[config.mk]
export PLATFORM = sky130hd
export DESIGN_NAME = sks_cell
export DESIGN_NICKNAME = d
export VERILOG_FILES = /design/src/rtl/core/sorted_key_set_defines.svh /design/src/rtl/core/sks_pkg.sv /design/src/rtl/core/sks_cell.sv
export SDC_FILE = /design/constraint.sdc
export NUM_CORES = 1
export LEC_CHECK = 0
export BUFFER_PORTS_ARGS = -buffer_cell sky130_fd_sc_hd__clkbuf_2
export CORE_UTILIZATION = 48
export DETAILED_ROUTE_END_ITERATION = 8
export PLACE_DENSITY = 0.86
export SKIP_CTS_REPAIR_TIMING = 1
export SYNTH_ARGS = -nofsm -noshare
export SYNTH_HDL_FRONTEND = slang
export SYNTH_SLANG_ARGS = --single-unit
[constraint.sdc]
create_clock -name aclk -period 2.8 [get_ports aclk]
set_input_delay 0.28 -clock aclk [delete_from_list [all_inputs] [get_ports aclk]]
set_output_delay 0.28 -clock aclk [all_outputs]
set_load 0.03 [all_outputs]
[src/rtl/core/sorted_key_set_defines.svh]
// Assertion macros used by the sorted key set top level.
`ifndef SORTED_KEY_SET_DEFINES_SVH
`define SORTED_KEY_SET_DEFINES_SVH

// Same-cycle implication, checked at every rising clock edge outside reset.
`define SKS_ASSERT_NOW(label, clk, rstn, ante, cons) \
    label: assert property (@(posedge clk) disable iff (!rstn) (ante) |-> (cons)) \
        else $error("sorted_key_set: check failed");

// Next-cycle implication, checked at every rising clock edge outside reset.
`define SKS_ASSERT_NEXT(label, clk, rstn, ante, cons) \
    label: assert property (@(posedge clk) disable iff (!rstn) (ante) |=> (cons)) \
        else $error("sorted_key_set: check failed");

`endif

[src/rtl/core/sks_pkg.sv]
// Shared constants and types for the sorted key set.
package sks_pkg;

    localparam int CAPACITY     = 1024;
    localparam int KEY_BITS     = 16;
    localparam int IN_KEY_BITS  = 16;
    localparam int OUT_CNT_BITS = 11;
    localparam int CNT_BITS     = $clog2(CAPACITY + 1);
    localparam int GROUP_SIZE   = 32;
    localparam int NUM_GROUPS   = (CAPACITY + GROUP_SIZE - 1) / GROUP_SIZE;

    typedef logic [1:0] opcode_t;

    localparam opcode_t OP_MEMBER = 2'd0;
    localparam opcode_t OP_INSERT = 2'd1;
    localparam opcode_t OP_DELETE = 2'd2;

    // Broadcast to every cell: compare against the key bus, or shift one place.
    typedef struct packed {
        logic cmp;
        logic ins;
        logic del;
    } cell_cmd_t;

endpackage

[src/rtl/core/sks_cell.sv]
// One storage cell of the sorted key chain: a key, its compare flags and shift logic.
module sks_cell
    import sks_pkg::*;
(
    input  logic                aclk,
    input  cell_cmd_t           cmd,
    input  logic [KEY_BITS-1:0] key_bus,
    input  logic                live,
    input  logic [KEY_BITS-1:0] left_key,
    input  logic                left_lt,
    input  logic [KEY_BITS-1:0] right_key,
    output logic [KEY_BITS-1:0] key_q,
    output logic                lt_q,
    output logic                eq_q
);

    logic [KEY_BITS-1:0] key_reg, key_next;
    logic                lt_reg, lt_next;
    logic                eq_reg, eq_next;

    always_comb begin
        key_next = key_reg;
        // Cells below the search point keep their key; the rest move one place.
        if (cmd.ins && !lt_reg) begin
            key_next = left_lt ? key_bus : left_key;
        end else if (cmd.del && !lt_reg) begin
            key_next = right_key;
        end
    end

    always_comb begin
        lt_next = lt_reg;
        eq_next = eq_reg;
        if (cmd.cmp) begin
            lt_next = live && (key_reg < key_bus);
            eq_next = live && (key_reg == key_bus);
        end
    end

    always_ff @(posedge aclk) begin
        key_reg <= key_next;
        lt_reg  <= lt_next;
        eq_reg  <= eq_next;
    end

    assign key_q = key_reg;
    assign lt_q  = lt_reg;
    assign eq_q  = eq_reg;

endmodule

==> results_dict.tcl <==
set metrics [dict create \
    required_ps 2800 \
    rsz0062_at_grt "false" \
    place_ws_ps 1100 \
    worst_pin_slew_ps 979 \
    fin_ws_ps 1110 \
    hold_violations 0 \
    p_per_area_nw_per_um2 424 \
    wirelength_um 2900 \
    nNetsFinal 274 \
    synth-seq-cells 18 \
    synth_most_common_cell "nand2_1" \
    relSlewSlack_pct 34.7 \
    drive_gt1_share_pct 38.4 \
    status "finished, final reports clean" \
    reg2reg_setup_slack_ps 1110 \
    htreeDepth 1 \
    row_count 18 \
    cts_tree "yes" \
    wl_per_cell_um 12.4 \
    synth_top_area_cell "edfxtp_1" \
    syn2layout_area_growth_pct 30.5 \
    cp_top_family "simple AND/OR/NAND/NOR gates" \
    vias 1184 \
    dp_cells 229 \
    yosys.area.top_type_share_pct 41.5 \
    finalInstanceArea_um2 1700 \
    path_clk_slew_ps 110 \
    ctsRootBufferMaster "clkbuf_4" \
    diodes 0 \
    ys.flop_type "edfxtp_1" \
    yosysSeqAreaShare_pct 41.5 \
    drv_slew 0 \
    finalSetupViolCount 0 \
    r2r_cells 2 \
    synth_area_um2 1300 \
    synthCells 132 \
    ios 72 \
    fin_util_pct 67.3 \
    yosysUniqueCellTypes 22 \
    antenna_found_initial 0 \
    die_w_um 54.1 \
    reg2reg_to "key_q[4]" \
    worst_skew_pair.late_latency_ps 290 \
    die_h_um 54.1 \
    vdd_ir_drop_max_uv 345 \
    period_minus_slack_ps 1690 \
    numPortBuffers 71 \
    ant_nets 0 \
    cp_cell_sequence "nand2b_1, o21ai_0" \
    nFillCells 220 \
    startpoint_type "register" \
    start_util_pct 51.6 \
    hp-start "cmd[2]" \
    cts_buffers 3 \
    drt_first_pass_iters 4 \
    grt_usage_pct 21.5 \
    reg2reg_from "lt_q" \
    numClockSinks 18 \
    maxCapViolCount 0 \
    grt_pass1_wl_um 4510 \
    crit_path_end_kind "register" \
    p_leak_nw 0.928 \
    critPathSlowestCell "nand2b_1" \
    cp.buffers_inverters 0 \
    vias_per_cell 5.08 \
    clock.fmax_mhz 593 \
    clock_skew_ps 1.49 \
    crit_fanout 32 \
    drt_iter0_markers 16 \
    dpl_cell_area_um2 1670 \
    clockBufferDepth 2 \
    hold_depth 1 \
    arrival_ps 1680 \
    synth_nets 202 \
    die_area_um2 2920 \
    netlist_top_cells_area "edfxtp_1 (42%), ha_1 (15%), mux2i_1 (12%), o21ai_0 (6.5%), nand2_1 (5.8%)" \
    slowest_delay_ps 760 \
    grt_pass1_vias 1131 \
    ys_warn_count 0 \
    core_um2 2520 \
    setup_tns_ps 0 \
    synth_commonest_cells "nand2_1 (20), edfxtp_1 (18), inv_1 (17), o21ai_0 (17)" \
    stdcell_count 233 \
    crit_type "reg -> reg" \
    gp_congestion 0.730 \
    hold_path_class "in -> reg" \
    holdPathEnd "eq_q" \
    synth_edf_count 18 \
    grt_max_degree 33 \
    grt_remaining_overflow 0 \
    async_flop_share_pct 0 \
    syn_avg_cell_area_um2 9.86 \
    fin_crit_sh_pct 60.3 \
    hpwl_um 2360 \
    drcViolationCount 0 \
]
[how the worst max path moves through the flow]
stage | cells past startpoint | endpoint | slack (ps) | startpoint
after floorplan | 4 | lt_q | 1110 | key_q[14]
after global placement | 6 | lt_q | 1200 | key_bus[14]
after detailed placement | 2 | key_q[4] | 1100 | lt_q
after CTS | 2 | key_q[4] | 1090 | lt_q
after global routing | 2 | key_q[4] | 960 | lt_q
final | 2 | key_q[4] | 1110 | lt_q
[per-layer routing]
metal	GRT usage, %	up-vias	part of all wire (%)	routed length (µm)
met1	24.4	538	41	1180
met2	39.3	32	54	1560
met4	7.69	0	1.0	29
met5	0	-	0	0
li1	-	610	-	-
met3	4.24	4	4.3	124
[cell usage in the layout, fill, tap and decap left out, drive strengths merged, types with 3 or more instances in the layout]
cell type and count:
o21ai 18, inv 17, mux2i 16, nor2 3, ha 16, nand2 20
clkbuf 74, edfxtp 18, a21oi 7
[state kept, by name (all words and copies together), names as in the netlist]
name and count:
eq_q 1, key_q 16, lt_q 1
[kinds of logic (layout without fill, tap and decap cells)]
group	count (synthesis)	in the layout	synth area share, %
AOI/OAI and AO/OA	28	28	12.1
DFF	18	18	41.5
and+or+nand+nor	32	32	11.4
muxes	16	16	12.3
adders and majority gates	16	16	15.4
buffers and inverters	22	93	7.21
[cell type report]
type,instances,area [µm²],area share [%]
Sequential cell,18,541,31.8
Clock inverter,1,3.75,0.221
Clock buffer,3,22.5,1.33
Inverter,17,63.8,3.76
Multi-Input combinational cell,92,667,39.3
Tap cell,30,37.5,2.21
Timing Repair Buffer,72,363,21.4
[metrics by stage]
stage	hold WS, ps	total power, mW
floorplan	392	0.506
global placement	502	0.584
detailed placement	506	0.594
CTS	202	0.728
global route	194	0.765
finish	207	0.720
[power breakdown]
group / switching (mW) / internal [mW]
clock network: 0.0813 / 0.0517
logic: 0.146 / 0.0950
registers: 0.0145 / 0.331
total: 0.242 / 0.478
Note: power is estimated with default switching activity, not from simulation.
