**config.mk**
```make
export PLATFORM = sky130hd
export DESIGN_NAME = sks_found_tree
export DESIGN_NICKNAME = d
export VERILOG_FILES = /design/src/rtl/core/sorted_key_set_defines.svh /design/src/rtl/core/sks_pkg.sv /design/src/rtl/core/sks_found_tree.sv
export SDC_FILE = /design/constraint.sdc
export NUM_CORES = 1
export LEC_CHECK = 0
export BUFFER_PORTS_ARGS = -buffer_cell sky130_fd_sc_hd__buf_2
export CORE_AREA = 2 2 400 402
export CTS_BUF_LIST = sky130_fd_sc_hd__clkbuf_16
export DETAILED_ROUTE_END_ITERATION = 10
export DIE_AREA = 0 0 402 404
export SYNTH_ARGS = -nofsm -noshare
export SYNTH_HDL_FRONTEND = slang
export SYNTH_SLANG_ARGS = --single-unit
```
**constraint.sdc**
```tcl
create_clock -name aclk -period 1.6 [get_ports aclk]
set_input_delay 0.08 -clock aclk [delete_from_list [all_inputs] [get_ports aclk]]
set_output_delay 0.08 -clock aclk [all_outputs]
set_load 0.1 [all_outputs]
```
**src/rtl/core/sorted_key_set_defines.svh**
```systemverilog
// Assertion macros used by the sorted key set top level.
`ifndef SORTED_KEY_SET_DEFINES_SVH
`define SORTED_KEY_SET_DEFINES_SVH

// Same-cycle implication, checked at every rising clock edge outside reset.
`define SKS_ASSERT_NOW(label, clk, rstn, ante, cons) \
    label: assert property (@(posedge clk) disable iff (!rstn) (ante) |-> (cons)) \
        else $error("sorted_key_set: check failed");

// Next-cycle implication, checked at every rising clock edge outside reset.
`define SKS_ASSERT_NEXT(label, clk, rstn, ante, cons) \
    label: assert property (@(posedge clk) disable iff (!rstn) (ante) |=> (cons)) \
        else $error("sorted_key_set: check failed");

`endif

```
**src/rtl/core/sks_pkg.sv**
```systemverilog
// Shared constants and types for the sorted key set.
package sks_pkg;

    localparam int CAPACITY     = 1024;
    localparam int KEY_BITS     = 16;
    localparam int IN_KEY_BITS  = 16;
    localparam int OUT_CNT_BITS = 11;
    localparam int CNT_BITS     = $clog2(CAPACITY + 1);
    localparam int GROUP_SIZE   = 32;
    localparam int NUM_GROUPS   = (CAPACITY + GROUP_SIZE - 1) / GROUP_SIZE;

    typedef logic [1:0] opcode_t;

    localparam opcode_t OP_MEMBER = 2'd0;
    localparam opcode_t OP_INSERT = 2'd1;
    localparam opcode_t OP_DELETE = 2'd2;

    // Broadcast to every cell: compare against the key bus, or shift one place.
    typedef struct packed {
        logic cmp;
        logic ins;
        logic del;
    } cell_cmd_t;

endpackage

```
**src/rtl/core/sks_found_tree.sv**
```systemverilog
// Two-level registered OR tree that turns the cells' match flags into one hit flag.
module sks_found_tree
    import sks_pkg::*;
(
    input  logic                aclk,
    input  logic [CAPACITY-1:0] eq_vec,
    output logic                found
);

    logic [NUM_GROUPS-1:0] grp_reg, grp_next;
    logic                  found_reg, found_next;

    for (genvar g = 0; g < NUM_GROUPS; g++) begin : g_group
        localparam int LO = g * GROUP_SIZE;
        localparam int HI = ((LO + GROUP_SIZE) < CAPACITY) ? (LO + GROUP_SIZE - 1)
                                                           : (CAPACITY - 1);
        assign grp_next[g] = |eq_vec[HI:LO];
    end

    assign found_next = |grp_reg;

    always_ff @(posedge aclk) begin
        grp_reg   <= grp_next;
        found_reg <= found_next;
    end

    assign found = found_reg;

endmodule

```
==> results.json, run 1 <==
{
  "floorplan.die.width_um": 402,
  "setup_ws_ns": 0.00770,
  "ant_nets": 0,
  "route.detailed.drc": 0,
  "antenna_violations_before_repair": 39,
  "finalWeightedCongestion": 0.964,
  "share_seq_of_total_power_pct": 21.5,
  "kind_of_capture_point_of_the_worst_setup_path": "register",
  "ys_types": 5,
  "cts-root-buf": "sky130_fd_sc_hd__clkbuf_16",
  "num-fill-cells": 18600,
  "worst_hold_path_type": "in -> reg",
  "post_dp_hpwl_um": 56100,
  "netlist_area_um2": 3140,
  "place_inst": 3525,
  "rsz0062_at_grt": "true",
  "avg_inst_size_synth_um2": 7.92,
  "status": "finished, final reports clean",
  "placeableCoreArea_um2": 158000,
  "drt_iter0_drc": 632,
  "critPathKind": "in -> reg",
  "place_area_um2": 11200,
  "worst_hold_path.num_cells": 4,
  "drive_gt1_share_pct": 75.2,
  "timing.rr.start": "grp_reg[21]",
  "grt_usage_pct": 7.01,
  "worst_pin_slew_ns": 0.664,
  "first_pass_grt_wire_length_um": 75200,
  "worst_slack_after_detailed_placement_ns": -0.863,
  "power_leakage_nw": 4.85,
  "worst_case_clock_buffer_depth": 2,
  "numPortBuffers": 1025,
  "synth_top_area_share_pct": 46.1,
  "reg2reg_slack_ns": 0.04,
  "numClockSinks": 33,
  "report.final.setup_viol": 0,
  "tritoncts": "built",
  "r2r_cells": 3,
  "slew_headroom_pct": 55.6,
  "grt-ovfl-total": 0,
  "largest_register_ff_count": 32,
  "timing.critical_path.required_ns": 1.83,
  "top_area_cells_in_the_synthesized_netlist": "sky130_fd_sc_hd__nor4_1 (46%), sky130_fd_sc_hd__dfxtp_1 (21%), sky130_fd_sc_hd__nand4_1 (13%), sky130_fd_sc_hd__nor4_2 (13%), sky130_fd_sc_hd__or2_1 (6.6%)",
  "cts-buffers-inserted": 5,
  "die_area_um2": 162000,
  "syn_inst": 396,
  "critical_path_arrival_ns": 1.83,
  "core.rowCount": 146,
  "ys_seq_area_share_pct": 21.1,
  "holdWs_ns": 0.0363,
  "postLayoutCellArea_um2": 11700,
  "die_y_um": 404,
  "power.density_cell_area_nw_per_um2": 326,
  "clock_skew_after_layout_ns": 0.0150,
  "comb_power_share_pct": 46.8,
  "vias_per_cell": 2.52,
  "floorplan.initialDensity_pct": 1.99,
  "finalHoldViolations": 0,
  "finalWorstPathRequiredPeriod_ns": 1.59,
  "grt_pass1_vias": 9079,
  "min_period_over_period_pct": 99.5,
  "synth_fp_nets": 1421,
  "final_max_tran_viols": 0,
  "worst_hold_path.endpoint": "grp_reg[22]",
  "post-synth-top-area-cell": "sky130_fd_sc_hd__nor4_1",
  "timing.critical_path.fanout_max": 1,
  "grt_max_degree": 11,
  "detailedRoute.firstPassIterationCount": 4,
  "ir_worst_vdd_uv": 358,
  "worstSkewPairLatency_ns": 0.35,
  "cts-htree-levels": 2,
  "synth_warnings": 0,
  "power.net_switching_mw": 1.40,
  "synth.ff_latch_count": 33,
  "crit-reg2reg-capture": "found",
  "top_level_ports": 1026,
  "layoutNonFillerInstCount": 3575,
  "drv.max_cap_violation_count": 0,
  "internal_power_mw": 2.41,
  "maxClockFrequency_ghz": 0.628,
  "clk_pin_slew_worst_paths_ns": 0.09,
  "drt_wl_cell_um": 17.1,
  "dr_total_vias": 9015,
  "nNetsFinal": 2508,
  "cts_setup_buffers": 0,
  "sw_frac_of_total_pct": 36.7,
  "worst_setup_path_start_kind": "primary input",
  "min_from": "eq_vec[734]",
  "postRouteWirelength_um": 61100,
  "pwr-share-clk_pct": 31.7,
  "timing.setup.tns_ns": 0,
  "areaGrowthSynthToFinish_pct": 273
}
-- cell families after synthesis --
| group | count (synthesis) | synth area share (%) |
|---|---|---|
| simple gates | 363 | 78.9 |
| flops | 33 | 21.1 |
-- placed cells by master, fill, tap and decap left out, drive strengths merged --
| cell | netlist | routed |
|---|---|---|
| clkbuf | 0 | 5 |
| clkinv | 0 | 1 |
| dlymetal6s4s | 0 | 2 |
| nor4 | 264 | 264 |
| nand4 | 66 | 66 |
| clkinvlp | 0 | 1 |
| dlygate4sd3 | 0 | 21 |
| dfxtp | 33 | 33 |
| buf | 0 | 1057 |
| or2 | 33 | 33 |
| diode | 0 | 20 |
-- cell type report --
| class | instances | area, um^2 | area share, % |
|---|---|---|---|
| Sequential cell | 33 | 662 | 5.66 |
| Tap cell | 2072 | 2590 | 22.2 |
| Clock inverter | 2 | 11.3 | 0.0962 |
| Antenna cell | 20 | 50.0 | 0.428 |
| Multi-Input combinational cell | 363 | 2650 | 22.6 |
| Timing Repair Buffer | 1080 | 5620 | 48.0 |
| Clock buffer | 5 | 125 | 1.07 |
-- power groups by stage --
| stage | logic (mW) | clock network [mW] | registers (mW) |
|---|---|---|---|
| final | 1.78 | 1.21 | 0.820 |
| after global routing | 1.88 | 1.39 | 0.821 |
| after CTS | 1.73 | 1.42 | 0.821 |
| after detailed placement | 1.69 | 0 | 0.840 |
| after global placement | 1.68 | 0 | 0.840 |
| after floorplan | 0.128 | 0 | 0.840 |
-- critical path, stage by stage --
cell	delay, ns
sky130_fd_sc_hd__dlygate4sd3_1	0.54
sky130_fd_sc_hd__buf_2	0.13
sky130_fd_sc_hd__nor4_1	0.17
sky130_fd_sc_hd__dlygate4sd3_1	0.59
sky130_fd_sc_hd__nand4_1	0.08
sky130_fd_sc_hd__or2_1	0.24
-- synth_stat cells (all sizes together) --
master / n
nor4: 264
nand4: 66
dfxtp: 33
or2: 33
-- metal layers --
metal | part of all wire [%] | global-route usage (%) | wire length [um] | vias up
li1 | - | - | - | 4044
met3 | 11 | 2.55 | 6500 | 131
met2 | 50 | 12.3 | 30300 | 743
met4 | 4.3 | 2.80 | 2600 | 12
met1 | 35 | 7.59 | 21600 | 4085
met5 | 0.12 | 0 | 73 | -
-- timing repair --
item / CTS / global route
pin swaps: 4 / 3
cloned: 0 / 0
hold buffers: 23 / 0
hold endpoints to repair: 5 / 0
setup endpoints to repair: 2 / 5
gates resized for setup: 7 / 13
-- through the flow --
stage	util (%)	power, mW
after global placement	7.05	2.52
final	7.41	3.81
after CTS	7.33	3.97
after global routing	7.39	4.10
after floorplan	-	0.967
after detailed placement	7.07	2.53
-- worst max-delay path by stage --
| stage | start | to | slack [ns] | cells after the start |
|---|---|---|---|---|
| 4_1_cts | grp_reg[21] | found | -0.12 | 3 |
| 3_5_place_dp | eq_vec[97] | grp_reg[3] | -0.86 | 4 |
| 3_3_place_gp | eq_vec[1003] | grp_reg[31] | -1.35 | 4 |
| 2_1_floorplan | found | found | 0.61 | 0 |
| 6_report | eq_vec[661] | grp_reg[20] | 0.008 | 6 |
| 5_1_grt | grp_reg[21] | found | -0.11 | 3 |
(Power assumes the default switching activity.)
==> run 2, diff against run 1 <==
- CTS_BUF_LIST: sky130_fd_sc_hd__clkbuf_16 -> default
==> run 2 against run 1 <==
Against the previous run: flip-flop and latch count did not move; register-to-register slack barely moved; utilization barely moved; non-clock buffer count did not move; combinational power barely moved; clock-buffer cell count rose by 1; clock skew barely moved; hold slack barely moved; die area did not move; critical path type unchanged; critical endpoint unchanged; largest power group unchanged.
==> results.json, run 2 (synthesis results as in run 1) <==
{
  "status": "finished, final reports clean",
  "clock_skew_after_layout_ns": 0.0150,
  "clk_pin_slew_worst_paths_ns": 0.09,
  "grt_max_degree": 11,
  "num-fill-cells": 18600,
  "final_cell_mix": "sky130_fd_sc_hd__buf_2 (1024), sky130_fd_sc_hd__nor4_1 (214), sky130_fd_sc_hd__nand4_1 (66)",
  "cts-root-buf": "sky130_fd_sc_hd__clkbuf_16",
  "ant_nets": 0,
  "slew_headroom_pct": 55.6,
  "numClockSinks": 33,
  "floorplan.initialDensity_pct": 1.99,
  "timing.critical_path.fanout_max": 1,
  "worst_slack_after_detailed_placement_ns": -0.863,
  "maxClockFrequency_ghz": 0.628,
  "floorplan.die.width_um": 402,
  "min_period_over_period_pct": 99.5,
  "worst_setup_path_start_kind": "primary input",
  "multiInputGateArea_um2": 2650,
  "grt_pass1_vias": 9079,
  "finalHoldViolations": 0,
  "utilization_pct": 7.42,
  "numPortBuffers": 1025,
  "dr_total_vias": 9015,
  "die_y_um": 404,
  "report.final.setup_viol": 0,
  "cts_setup_buffers": 0,
  "antenna_violations_before_repair": 39,
  "cts-htree-levels": 2,
  "finalWeightedCongestion": 0.964,
  "die_area_um2": 162000,
  "regArea_um2": 662,
  "first_pass_grt_wire_length_um": 75200,
  "timing.setup.tns_ns": 0,
  "layout.cells.most_common": "sky130_fd_sc_hd__buf_2",
  "top_level_ports": 1026,
  "timing.critical_path.required_ns": 1.83,
  "ir_worst_vdd_uv": 358,
  "grt-ovfl-total": 0,
  "setup_ws_ns": 0.00767,
  "rsz0062_at_grt": "true",
  "grt_usage_pct": 7.01,
  "post_dp_hpwl_um": 56100,
  "worst_hold_path_type": "in -> reg",
  "place_inst": 3525,
  "nNetsFinal": 2508,
  "vias_per_cell": 2.52,
  "worst_case_clock_buffer_depth": 2,
  "worstSkewPairLatency_ns": 0.35,
  "cts-buffers-inserted": 5,
  "critical_path_arrival_ns": 1.83,
  "detailedRoute.firstPassIterationCount": 4,
  "layoutNonFillerInstCount": 3575,
  "final_max_tran_viols": 0,
  "core.rowCount": 146,
  "drv.max_cap_violation_count": 0,
  "route.detailed.drc": 0,
  "holdWs_ns": 0.0363,
  "drt_iter0_drc": 632,
  "power_leakage_nw": 4.86,
  "tritoncts": "built",
  "finalWorstPathRequiredPeriod_ns": 1.59,
  "kind_of_capture_point_of_the_worst_setup_path": "register",
  "drt_wl_cell_um": 17.1,
  "postRouteWirelength_um": 61100,
  "areaGrowthSynthToFinish_pct": 273,
  "drive_gt1_share_pct": 75.3,
  "placeableCoreArea_um2": 158000,
  "worst_pin_slew_ns": 0.664,
  "power.density_cell_area_nw_per_um2": 330,
  "largest_register_ff_count": 32,
  "critPathKind": "in -> reg"
}
==> run 2: cell types whose count changed in the layout (fill, tap and decap cells not counted), sizes merged <==
cell / before / now
clkbuf: 5 / 6
clkinv: 1 / 0
==> run 2: final cells by class <==
type                       count  share of cell area, %
clock inverter                 1                 0.0641
tap                         2072                   22.1
antenna                       20                  0.427
timing repair buffer        1080                   47.9
clock buffer                   6                   1.19
sequential                    33                   5.65
multi-input combinational    363                   22.6
==> run 2: per-layer routing <==
metal  vias up  global-route usage [%]  part of all wire (%)
li1       4044                       -                     -
met1      4085                    7.59                    35
met2       743                    12.3                    50
met3       131                    2.55                    11
met4        12                    2.80                   4.3
met5         -                       0                  0.12
==> run 2: repair_timing <==
action                                 4_1_cts  5_1_grt
hold buffers                                23        0
endpoints found under the hold margin        5        0
gates resized for setup                      7       13
pin swaps                                    4        3
setup endpoints to repair                    2        5
==> run 2: report_power, final <==
| group | switching [mW] | internal [mW] | leakage (nW) |
|---|---|---|---|
| logic | 0.761 | 1.02 | 4.52 |
| registers | 0.000000000532 | 0.820 | 0.267 |
| clock network | 0.638 | 0.619 | 0.0691 |
==> run 2: worst max-delay path: stages <==
cell	delay (ns)
sky130_fd_sc_hd__dlygate4sd3_1	0.54
sky130_fd_sc_hd__buf_2	0.13
sky130_fd_sc_hd__nor4_1	0.17
sky130_fd_sc_hd__dlygate4sd3_1	0.59
sky130_fd_sc_hd__nand4_1	0.08
sky130_fd_sc_hd__or2_1	0.24
==> run 2: through the flow <==
| step | cell area [um^2] | total power [mW] |
|---|---|---|
| after floorplan | 3140 | 0.967 |
| after global placement | 11100 | 2.52 |
| after detailed placement | 11200 | 2.53 |
| after CTS | 11600 | 4.02 |
| after global routing | 11700 | 4.15 |
| final | 11700 | 3.86 |
==> run 2: path summary, 6_finish.rpt <==
check	cells after the start	start	slack (ns)	to
worst min-delay path	4	eq_vec[734]	0.04	grp_reg[22]
worst min register to register	3	grp_reg[1]	0.57	found
worst max register to register	3	grp_reg[21]	0.04	found
worst max-delay path	6	eq_vec[661]	0.008	grp_reg[20]
